==> src/hdl/fvwm_pkg.sv <==
package fvwm_pkg;

   // sizes of the stores and the number of voices
   localparam int unsigned WAVE_DEPTH    = 4096;
   localparam int unsigned NOTE_COUNT    = 64;
   localparam int unsigned VOICE_COUNT   = 4;
   localparam int unsigned NOTE_FIELDS   = 4;
   localparam int unsigned ACTIVE_VOICES = (VOICE_COUNT < NOTE_FIELDS) ? VOICE_COUNT : NOTE_FIELDS;

   // field widths of the ports
   localparam int unsigned FUNC_W   = 2;
   localparam int unsigned ADDR_W   = 12;
   localparam int unsigned BYTE_W   = 8;
   localparam int unsigned OFFSET_W = 12;
   localparam int unsigned PERIOD_W = 12;
   localparam int unsigned NOTE_W   = 6;
   localparam int unsigned SAMPLE_W = 10;

   // derived widths
   localparam int unsigned WADDR_W = $clog2(WAVE_DEPTH);
   localparam int unsigned NIDX_W  = $clog2(NOTE_COUNT);
   localparam int unsigned VIDX_W  = (ACTIVE_VOICES > 1) ? $clog2(ACTIVE_VOICES) : 1;
   localparam int unsigned CMP_W   = (WADDR_W + 1 > PERIOD_W) ? WADDR_W + 1 : PERIOD_W;

   // item function codes
   typedef enum logic [FUNC_W-1:0] {
      FUNC_WAVE_WR = 2'd0,
      FUNC_NOTE_WR = 2'd1,
      FUNC_TICK    = 2'd2
   } func_type;

   // operation carried into the wave memory stage
   typedef enum logic {
      OP_WAVE_WR = 1'b0,
      OP_VOICE   = 1'b1
   } op_type;

   // one note table entry, offset already folded into the wave memory range
   typedef struct packed {
      logic [PERIOD_W-1:0] period;
      logic [WADDR_W-1:0]  offset;
   } note_entry_type;

   // one wave memory operation from the issue stage
   typedef struct packed {
      logic                valid;
      op_type              op;
      logic [VIDX_W-1:0]   voice;
      logic [NOTE_W-1:0]   note;
      logic                first;
      logic                last;
      logic [WADDR_W-1:0]  wave_addr;
      logic [BYTE_W-1:0]   wave_byte;
   } issue_type;

   // raw 12-bit value modulo the wave memory depth
   function automatic logic [WADDR_W-1:0] wave_index(input logic [ADDR_W-1:0] raw);
      int unsigned v;
      v = 32'(raw);
      for (int k = 3; k >= 0; k--) begin
         if (v >= (WAVE_DEPTH << k)) begin
            v = v - (WAVE_DEPTH << k);
         end
      end
      return WADDR_W'(v);
   endfunction

   // note number modulo the note count
   function automatic logic [NIDX_W-1:0] note_index(input logic [NOTE_W-1:0] raw);
      int unsigned v;
      v = 32'(raw);
      for (int k = NOTE_W - 1; k >= 0; k--) begin
         if (v >= (NOTE_COUNT << k)) begin
            v = v - (NOTE_COUNT << k);
         end
      end
      return NIDX_W'(v);
   endfunction

endpackage

==> src/hdl/fvwm_voice_engine.sv <==
module fvwm_voice_engine (
   input  logic                          clock,
   input  logic                          reset,
   input  logic                          advance,
   input  fvwm_pkg::issue_type           issue,
   input  fvwm_pkg::note_entry_type      entry,
   output logic [fvwm_pkg::WADDR_W-1:0]  wave_addr
);

   localparam int unsigned AW = fvwm_pkg::WADDR_W;
   localparam int unsigned CW = fvwm_pkg::CMP_W;
   localparam logic [AW:0]   DEPTH_A = (AW + 1)'(fvwm_pkg::WAVE_DEPTH);
   localparam logic [CW-1:0] DEPTH_C = CW'(fvwm_pkg::WAVE_DEPTH);

   logic [AW-1:0]                  phase_ff     [fvwm_pkg::ACTIVE_VOICES];
   logic [AW-1:0]                  phase_in     [fvwm_pkg::ACTIVE_VOICES];
   logic [fvwm_pkg::NOTE_W-1:0]    last_note_ff [fvwm_pkg::ACTIVE_VOICES];
   logic [fvwm_pkg::NOTE_W-1:0]    last_note_in [fvwm_pkg::ACTIVE_VOICES];

   logic          step;
   logic          restart;
   logic [AW-1:0] cur_phase;
   logic [AW:0]   addr_sum;
   logic [CW-1:0] phase_inc;
   logic [AW-1:0] next_phase;

   assign step = advance && issue.valid && (issue.op == fvwm_pkg::OP_VOICE);

   // current phase, restarting on a note change
   assign restart   = last_note_ff[issue.voice] != issue.note;
   assign cur_phase = restart ? '0 : phase_ff[issue.voice];

   // wave address wraps at the memory depth
   always_comb begin
      addr_sum = {1'b0, entry.offset} + {1'b0, cur_phase};
      if (addr_sum >= DEPTH_A) begin
         addr_sum = addr_sum - DEPTH_A;
      end
      wave_addr = addr_sum[AW-1:0];
   end

   // phase step with wrap at the period or at the memory depth
   always_comb begin
      phase_inc = CW'(cur_phase) + CW'(1);
      if ((phase_inc == CW'(entry.period)) || (phase_inc >= DEPTH_C)) begin
         next_phase = '0;
      end else begin
         next_phase = phase_inc[AW-1:0];
      end
   end

   // per-voice state update
   always_comb begin
      for (int v = 0; v < fvwm_pkg::ACTIVE_VOICES; v++) begin
         phase_in[v]     = phase_ff[v];
         last_note_in[v] = last_note_ff[v];
         if (step && (issue.voice == fvwm_pkg::VIDX_W'(v))) begin
            phase_in[v]     = next_phase;
            last_note_in[v] = issue.note;
         end
      end
   end

   always_ff @(posedge clock) begin
      if (reset) begin
         for (int v = 0; v < fvwm_pkg::ACTIVE_VOICES; v++) begin
            phase_ff[v]     <= '0;
            last_note_ff[v] <= '0;
         end
      end else begin
         for (int v = 0; v < fvwm_pkg::ACTIVE_VOICES; v++) begin
            phase_ff[v]     <= phase_in[v];
            last_note_ff[v] <= last_note_in[v];
         end
      end
   end

endmodule

==> config.mk <==
export PLATFORM = sky130hd
export DESIGN_NAME = fvwm_voice_engine
export DESIGN_NICKNAME = d
export VERILOG_FILES = /design/src/hdl/fvwm_pkg.sv /design/src/hdl/fvwm_voice_engine.sv
export SDC_FILE = /design/constraint.sdc
export NUM_CORES = 1
export LEC_CHECK = 0
export BUFFER_PORTS_ARGS = -buffer_cell sky130_fd_sc_hd__buf_2
export CAP_MARGIN = 25
export CORE_MARGIN = 2
export CORE_UTILIZATION = 40
export CTS_CLUSTER_DIAMETER = 100
export DETAILED_ROUTE_END_ITERATION = 12
export PLACE_DENSITY_LB_ADDON = 0.08
export SYNTH_ARGS = -nofsm -noshare
export SYNTH_HDL_FRONTEND = slang
export SYNTH_SLANG_ARGS = --single-unit
==> constraint.sdc <==
create_clock -name clock -period 4.7 [get_ports clock]
set_input_delay 0.235 -clock clock [delete_from_list [all_inputs] [get_ports clock]]
set_output_delay 0.235 -clock clock [all_outputs]
set_load 0.01 [all_outputs]
==> results of run 1 <==
[routing by layer]
layer	vias to the layer above	share of wire	track usage
li1	1583	-	-
met1	1548	0.46	0.242
met2	78	0.49	0.315
met3	15	0.038	0.0307
met4	0	0.018	0.0792
met5	-	0	0
[flip-flops by register name, summed over array words and instances, names as in the netlist]
signal,flops
last_note_ff,24
phase_ff,48
[power by group]
part | total (mW) | internal [mW] | leakage (nW) | switching [mW]
Clock | 0.673 | 0.410 | 0.147 | 0.263
Sequential | 0.741 | 0.734 | 0.729 | 0.00705
Combinational | 0.218 | 0.0887 | 1.06 | 0.130
Total | 1.63 | 1.23 | 1.93 | 0.399
[cells in the mapped netlist (all sizes together) (7+ instances only)]
master | n | share of area
nor2 | 17 | 0.014
nand2 | 13 | 0.011
buf | 16 | 0.025
xnor2 | 19 | 0.038
nand3 | 7 | 0.0077
and2 | 28 | 0.039
ha | 12 | 0.033
mux4 | 18 | 0.089
edfxtp | 72 | 0.48
nor3 | 55 | 0.065
nand4 | 10 | 0.017
and3 | 13 | 0.018
nand2b | 7 | 0.0097
inv | 17 | 0.014
[cell usage in the layout, fill, tap and decap left out, types with 3 or more instances in the layout]
| cell type | instances |
|---|---|
| or3_1 | 4 |
| nand2_1 | 13 |
| a21oi_1 | 6 |
| ha_1 | 12 |
| inv_1 | 17 |
| mux4_2 | 18 |
| o21bai_2 | 4 |
| nor2_1 | 17 |
| nand2b_1 | 7 |
| xnor2_1 | 18 |
| xor2_1 | 6 |
| and3_1 | 13 |
| nor4_1 | 5 |
| o21a_1 | 3 |
| nor2b_1 | 3 |
| o21ai_0 | 6 |
| buf_4 | 13 |
| and2_1 | 28 |
| clkbuf_16 | 9 |
| nand3_1 | 7 |
| buf_2 | 48 |
| edfxtp_1 | 72 |
| nand4_1 | 8 |
| nor3_1 | 52 |
[how the worst max path moves through the flow]
stage	slack, ns	from	depth (start not counted)	to
2_1_floorplan	0.64	issue[28]	17	phase_ff[1][2]
3_3_place_gp	0.34	issue[28]	14	phase_ff[1][3]
3_5_place_dp	0.33	issue[28]	14	phase_ff[2][3]
4_1_cts	0.32	last_note_ff[0][0]	17	wave_addr[10]
5_1_grt	0.03	last_note_ff[3][0]	17	wave_addr[10]
6_report	0.35	last_note_ff[0][0]	17	wave_addr[10]
[metrics by stage]
stage,std cells,util
global placement,565,0.454
CTS,581,0.481
detailed placement,565,0.454
finish,581,0.481
floorplan,382,-
global route,581,0.481
[final cells by class]
type	instances	area [um^2]
inverters	17	63.8
flip-flops and latches	72	2160
multi-input cells	273	2190
well taps	140	175
clock buffers	9	225
repair buffers	63	378
fillers	1010	5670
clock inverters	7	70.1
[critical path, stage by stage, from the launching register on]
cell and delay (ns):
edfxtp_1 0.37, mux4_2 0.47, xnor2_1 0.24, and4_1 0.32, and3_1 0.21, buf_4 0.14
ha_1 0.15, inv_1 0.05, fa_1 0.40, nor2b_1 0.13, o21ai_0 0.11, a21boi_0 0.27
o21ai_0 0.16, a21oi_1 0.17, o21a_1 0.18, o21a_1 0.14, o311ai_0 0.12, buf_2 0.16
[cells by family after synthesis]
group	after synthesis
DFF	72
buffers and inverters	37
muxes	20
xor gates and xnor gates	25
AOI/OAI and AO/OA	45
adders and majority gates	13
and+or+nand+nor	170
==> flow_metrics.env, run 1 <==
export IMPL_reg2reg_depth=13
export IMPL_grt_pass1_wl_um=18000
export IMPL_final_area_um2=5270
export IMPL_path_class="reg -> out"
export IMPL_detail_route_wirelength_um=11000
export IMPL_area_delta_synth_final_pct=16.2
export IMPL_path_clk_slew_ns=0.06
export IMPL_via_count=3224
export IMPL_tns_ns=0
export IMPL_netlist_instances=382
export IMPL_yosys_warnings=0
export IMPL_synth_fa_ha_area_frac=0.0376
export IMPL_htreeDepth=3
export IMPL_cts_root_buffer="clkbuf_16"
export IMPL_dr_pass1_iters=4
export IMPL_ir_worst_vdd_mv=0.172
export IMPL_fin_total_pwr_mw=1.63
export IMPL_ys_async_sr_fraction=0
export IMPL_synth_edf_count=72
export IMPL_grt_remaining_overflow=0
export IMPL_slew_limit_headroom=0.446
export IMPL_path_max_fanout=5
export IMPL_hold_viol_final=0
export IMPL_min_path_cells=2
export IMPL_yosys_mux_area_fraction=0.0942
export IMPL_viasPerCell=5.55
export IMPL_cts_buffers=9
export IMPL_power_density_nw_per_um2=310
export IMPL_grt_pass1_vias=3448
export IMPL_synth_xor_area_frac=0.0500
export IMPL_max_freq_ghz=0.230
export IMPL_dpl_cell_area_um2=4970
export IMPL_yosysSeqAreaShare=0.477
export IMPL_n_antenna_cell=0
export IMPL_cp_arrival_ns=4.11
export IMPL_drtAntennaViolNets=0
export IMPL_synth_compound_area_frac=0.0831
export IMPL_gp_congestion=0.820
export IMPL_cts_tree="yes"
export IMPL_setup_violations=0
export IMPL_ctsResizeCount=0
export IMPL_post_cts_setup_buffers=0
export IMPL_numPortBuffers=48
export IMPL_synth_top_family_by_area="simple AND/OR/NAND/NOR gates"
export IMPL_rsz0062_at_grt="false"
export IMPL_hold_end="last_note_ff[0][5]"
export IMPL_drt_iter0_markers=177
export IMPL_yosysUniqueCellTypes=57
export IMPL_synth_seq_cells=72
export IMPL_p_leak_nw=1.93
export IMPL_synth_area_per_cell_um2=11.9
export IMPL_holdWs_ns=0.240
export IMPL_die_area_um2=12200
export IMPL_fin_ws_ns=0.353
export IMPL_clock_sinks=72
export IMPL_cts_path_max_buffers=2
export IMPL_grt_max_degree=25
export IMPL_fp_row_count=38
export IMPL_drive_gt1_frac=0.268
export IMPL_rrSetupSlack_ns=0.60
export IMPL_worstHoldStart="issue[27]"
export IMPL_fin_nets=508
export IMPL_grtUsageTotal=0.188
export IMPL_outcome="complete, no violations"
export IMPL_routedWlPerCell_um=18.9
export IMPL_syn_nets=454
export IMPL_slew_viol_final=0
export IMPL_clk_latency_ns=0.33
export IMPL_cap_viol_max_count=0
export IMPL_crit_required_ns=4.47
export IMPL_holdBufCountCts=0
export IMPL_period_share=0.925
export IMPL_io_pins=71
export IMPL_antenna_found_initial=0
export IMPL_worst_pin_slew_ns=0.825
export IMPL_cp_start_kind="register"
export IMPL_r2r_start="last_note_ff[0][0]"
export IMPL_yosys_area_share_simple=0.215
export IMPL_skew_ns=0.00890
export IMPL_syn_cell_area_um2=4530
export IMPL_initial_utilization=0.414
export IMPL_synth_ff_type="edfxtp_1"
export IMPL_endpoint_kind="primary output"
export IMPL_design_core_area_um2=10900
export IMPL_dp_slack_ns=0.334
export IMPL_dieWidth_um=110
export IMPL_timing_rr_end="phase_ff[2][3]"
export IMPL_period_needed_ns=4.35
export IMPL_place_hpwl_um=8200
export IMPL_hold_path_class="in -> reg"
export IMPL_die_y_um=110
export IMPL_drc_errors=0
(Power assumes the default switching activity.)
==> inputs of run 2 (changes only) <==
Settings changed: BUFFER_PORTS_ARGS -buffer_cell sky130_fd_sc_hd__buf_2 to not set, CORE_ASPECT_RATIO set to 0.7, DONT_BUFFER_PORTS set to 1.
Clock period 4.7 ns to 4.9 ns, I/O delays scaled along.
==> flow_metrics.env, run 2 (synthesis results as in run 1) <==
export IMPL_drive_gt1_frac=0.179
export IMPL_dp_slack_ns=0.600
export IMPL_design_core_area_um2=11000
export IMPL_cap_viol_max_count=0
export IMPL_cp_top_family="compound AO/OA/AOI/OAI gates"
export IMPL_grt_remaining_overflow=0
export IMPL_drtAntennaViolNets=0
export IMPL_post_cts_setup_buffers=0
export IMPL_grtUsageTotal=0.197
export IMPL_mostFrequentLayoutCells="edfxtp_1 (72), nor3_1 (52), and2_1 (28), mux4_2 (18), xnor2_1 (18)"
export IMPL_routedWlPerCell_um=21.2
export IMPL_io_pins=71
export IMPL_viasPerCell=5.78
export IMPL_endpoint_kind="primary output"
export IMPL_htreeDepth=3
export IMPL_worstHoldStart="issue[24]"
export IMPL_outcome="complete, no violations"
export IMPL_fin_total_pwr_mw=1.52
export IMPL_place_hpwl_um=8430
export IMPL_r2r_start="last_note_ff[3][3]"
export IMPL_slew_viol_final=0
export IMPL_hold_path_class="in -> reg"
export IMPL_slew_limit_headroom=0.455
export IMPL_path_cells="mux4_2, xnor2_1, and2_1, and3_1, ha_1, inv_1, fa_1, nor2b_1, o21ai_0, a21boi_0, o21ai_0, a21oi_1, o21a_1, o21a_1, o311ai_0"
export IMPL_crit_required_ns=4.66
export IMPL_clock_sinks=72
export IMPL_holdBufCountCts=0
export IMPL_dpl_cell_area_um2=4770
export IMPL_cts_buffers=9
export IMPL_fp_row_count=32
export IMPL_drc_errors=0
export IMPL_period_share=0.919
export IMPL_period_needed_ns=4.50
export IMPL_cts_tree="yes"
export IMPL_power_density_nw_per_um2=301
export IMPL_initial_utilization=0.411
export IMPL_grt_pass1_wl_um=18000
export IMPL_final_area_um2=5060
export IMPL_path_max_fanout=11
export IMPL_path_class="reg -> out"
export IMPL_largest_register_ff_count=48
export IMPL_path_buf_inv=1
export IMPL_top_register="phase_ff"
export IMPL_max_stage_delay_ns=0.60
export IMPL_fin_ws_ns=0.395
export IMPL_gp_congestion=0.810
export IMPL_die_y_um=93.0
export IMPL_path_clk_slew_ns=0.06
export IMPL_grt_max_degree=27
export IMPL_dr_pass1_iters=5
export IMPL_p_leak_nw=1.75
export IMPL_numPortBuffers=0
export IMPL_fin_nets=459
export IMPL_antenna_found_initial=0
export IMPL_n_antenna_cell=0
export IMPL_ir_worst_vdd_mv=0.182
export IMPL_hold_viol_final=0
export IMPL_cts_path_max_buffers=2
export IMPL_top_regs="phase_ff x48, last_note_ff x24"
export IMPL_clk_latency_ns=0.34
export IMPL_die_area_um2=12200
export IMPL_crit_start="last_note_ff[3][3]"
export IMPL_worst_path_max_delay_cell="o311ai_0"
export IMPL_grt_pass1_vias=3089
export IMPL_tns_ns=0
export IMPL_dieWidth_um=131
export IMPL_rsz0062_at_grt="false"
export IMPL_setup_violations=0
export IMPL_area_delta_synth_final_pct=11.7
export IMPL_cts_root_buffer="clkbuf_16"
export IMPL_detail_route_wirelength_um=11600
export IMPL_worst_pin_slew_ns=0.815
export IMPL_ctsResizeCount=0
export IMPL_via_count=3151
export IMPL_cp_arrival_ns=4.26
export IMPL_final_common_cell="edfxtp_1"
export IMPL_max_freq_ghz=0.222
export IMPL_skew_ns=0.00667
export IMPL_drt_iter0_markers=234
export IMPL_final_fill_count=1031
export IMPL_cp_start_kind="register"
run 2: cell types whose count changed in the layout (fill, tap and decap cells not counted):
cell	change
buf_8	+2
inv_6	-1
clkinv_2	+3
clkinv_4	-2
clkinvlp_4	+1
buf_16	+1
clkinv_1	-1
buf_4	-4
buf_2	-48
run 2: final cells by class:
class                           count  area [um^2]  area share
Multi-Input combinational cell    273         2190       0.433
Sequential cell                    72         2160       0.427
Clock buffer                        9          225      0.0445
Tap cell                          153          191      0.0378
Timing Repair Buffer               14          165      0.0326
Inverter                           17         63.8      0.0126
Clock inverter                      7         62.6      0.0124
run 2: path summary, 6_finish.rpt:
check | end | slack (ns) | depth (start not counted)
worst max-delay path | wave_addr[10] | 0.40 | 15
worst min register to register | phase_ff[0][10] | 1.08 | 3
worst max register to register | phase_ff[1][3] | 0.59 | 13
worst min-delay path | last_note_ff[2][2] | 0.10 | 1
run 2: metrics by stage:
stage           util  hold slack [ns]  cells
6_report       0.460            0.105    545
5_1_grt        0.460           0.0974    545
4_1_cts        0.460           0.0976    545
3_5_place_dp   0.434            0.448    529
3_3_place_gp   0.428            0.444    526
2_1_floorplan      -            0.443    382
run 2: report_power, final:
part	internal (mW)	switching, mW	leakage, nW	total, mW
sequential	0.705	0.00657	0.729	0.711
combinational	0.0720	0.108	0.877	0.180
clock	0.389	0.242	0.145	0.631
run 2: routing by layer:
metal	track usage	up-vias	routed length, um
met4	0.0525	0	156
li1	-	1479	-
met3	0.0455	15	774
met1	0.291	1553	5720
met2	0.293	104	4920
met5	0	-	0
==> inputs of run 3 (changes only) <==
Settings changed: SETUP_SLACK_MARGIN set to 0.5.
Clock period 4.9 ns to 4.1 ns, I/O delays scaled along.
==> flow_metrics.env, run 3 (synthesis results as in run 1) <==
export IMPL_outcome="complete, no violations"
export IMPL_place_hpwl_um=8570
export IMPL_die_y_um=93.0
export IMPL_cp_start_kind="register"
export IMPL_n_antenna_cell=0
export IMPL_grtUsageTotal=0.205
export IMPL_slew_limit_headroom=0.433
export IMPL_drtAntennaViolNets=0
export IMPL_max_freq_ghz=0.255
export IMPL_final_common_cell="edfxtp_1"
export IMPL_endpoint_kind="primary output"
export IMPL_cts_buffers=9
export IMPL_setup_violations=0
export IMPL_crit_required_ns=3.89
export IMPL_dr_pass1_iters=4
export IMPL_drc_errors=0
export IMPL_grt_max_degree=27
export IMPL_drt_met1_wl_um=5880
export IMPL_dp_slack_ns=0.182
export IMPL_gp_congestion=0.883
export IMPL_final_fill_count=981
export IMPL_final_seq_area_um2=2160
export IMPL_antenna_found_initial=0
export IMPL_fp_row_count=32
export IMPL_largest_register_ff_count=48
export IMPL_via_count=3287
export IMPL_hold_path_class="in -> reg"
export IMPL_numPortBuffers=0
export IMPL_path_class="reg -> out"
export IMPL_p_sw_mw=0.443
export IMPL_power_density_nw_per_um2=324
export IMPL_drive_gt1_frac=0.308
export IMPL_fin_ws_ns=0.174
export IMPL_dieWidth_um=131
export IMPL_period_share=0.958
export IMPL_dr_wl_met2_um=5490
export IMPL_design_core_area_um2=11000
export IMPL_power_frac_comb=0.147
export IMPL_p_leak_nw=1.98
export IMPL_skew_ns=0.00568
export IMPL_hold_viol_final=0
export IMPL_fin_nets=492
export IMPL_multiInputGateArea_um2=2500
export IMPL_period_needed_ns=3.93
export IMPL_p_int_mw=1.36
export IMPL_grt_pass1_vias=3242
export IMPL_wl_met3_um=770
export IMPL_top_regs="phase_ff x48, last_note_ff x24"
export IMPL_worst_pin_slew_ns=0.844
export IMPL_rrSetupSlack_ns=0.30
export IMPL_area_delta_synth_final_pct=23.2
export IMPL_clockPowerShare=0.382
export IMPL_htreeDepth=3
export IMPL_detail_route_wirelength_um=12200
export IMPL_grt_remaining_overflow=0
export IMPL_swShare=0.245
export IMPL_clock_sinks=72
export IMPL_routed_top_layer="met4"
export IMPL_cts_tree="yes"
export IMPL_seq_power_share=0.471
export IMPL_clk_latency_ns=0.33
export IMPL_grt_pass1_wl_um=18600
export IMPL_drt_iter0_markers=265
export IMPL_path_clk_slew_ns=0.06
export IMPL_io_pins=71
export IMPL_viasPerCell=5.69
export IMPL_ir_worst_vdd_mv=0.210
export IMPL_rsz0062_at_grt="true"
export IMPL_post_route_util=0.507
export IMPL_top_register="phase_ff"
export IMPL_cts_root_buffer="clkbuf_16"
export IMPL_initial_utilization=0.411
export IMPL_slew_viol_final=0
export IMPL_cap_viol_max_count=0
export IMPL_path_max_fanout=3
export IMPL_routedWlPerCell_um=21.2
export IMPL_cp_arrival_ns=3.72
export IMPL_mostFrequentLayoutCells="edfxtp_1 (72), nor3_1 (51), buf_4 (42), and2_1 (27), mux4_2 (18)"
export IMPL_die_area_um2=12200
export IMPL_cts_path_max_buffers=2
==> run 3: changes by cell type in the layout (fill, tap and decap cells not counted), moves of 4 or more <==
cell     delta
buf_4      +33
ha_1        -5
ha_4        +5
nor2_1      -4
o21ai_0     -4
xnor2_1     -4
==> run 3: repair_timing <==
action | CTS | global route
endpoints found under the setup margin | 54 | 55
pin swaps | 19 | 26
setup buffers | 24 | 7
hold endpoints to repair | 0 | 0
hold buffers | 0 | 0
resized for setup | 28 | 18
==> run 3: layout make-up <==
type	instances	area share
Sequential cell	72	0.387
Multi-Input combinational cell	273	0.449
Timing Repair Buffer	47	0.0711
Clock inverter	4	0.00381
Clock buffer	12	0.0424
Inverter	17	0.0121
Tap cell	153	0.0343
==> run 3: through the flow <==
stage / cell area [um^2] / power, mW / hold slack (ns) / instances / TNS, ns
2_1_floorplan: 4610 / 1.04 / 0.403 / 382 / 0
3_3_place_gp: 4790 / 1.08 / 0.404 / 528 / 0
3_5_place_dp: 4830 / 1.08 / 0.407 / 531 / 0
4_1_cts: 5420 / 1.79 / 0.0570 / 571 / 0
5_1_grt: 5580 / 1.87 / 0.0552 / 578 / -0.00517
6_report: 5580 / 1.81 / 0.0665 / 578 / 0
==> run 3: worst max-delay path: stages (launching register included) <==
cell and delay [ns]:
edfxtp_1 0.37, mux4_2 0.53, xnor2_4 0.19, and4_4 0.28, and3_4 0.22, ha_4 0.19
a21o_1 0.16, a21oi_2 0.16, o21ai_1 0.11, a21oi_1 0.23, o21a_1 0.24, o21ai_4 0.10
o41ai_2 0.38, xnor2_1 0.22
==> run 3: final timing paths <==
check                          start                 end  depth (start not counted)
hold / removal             issue[26]  last_note_ff[0][4]                          1
setup reg to reg  last_note_ff[2][2]      phase_ff[1][3]                         14
setup / recovery  last_note_ff[2][2]       wave_addr[11]                         13
hold reg to reg      phase_ff[1][10]     phase_ff[0][10]                          3
==> run 3: routing by layer <==
metal,track usage,vias up
met4,0.0453,0
met3,0.0575,14
met5,0,-
li1,-,1555
met2,0.306,96
met1,0.298,1622
==> run 3: power groups by stage <==
stage	clock (mW)	combinational, mW	sequential (mW)
5_1_grt	0.731	0.283	0.853
3_3_place_gp	0	0.212	0.865
6_report	0.690	0.266	0.850
4_1_cts	0.698	0.240	0.850
3_5_place_dp	0	0.219	0.865
2_1_floorplan	0	0.174	0.863
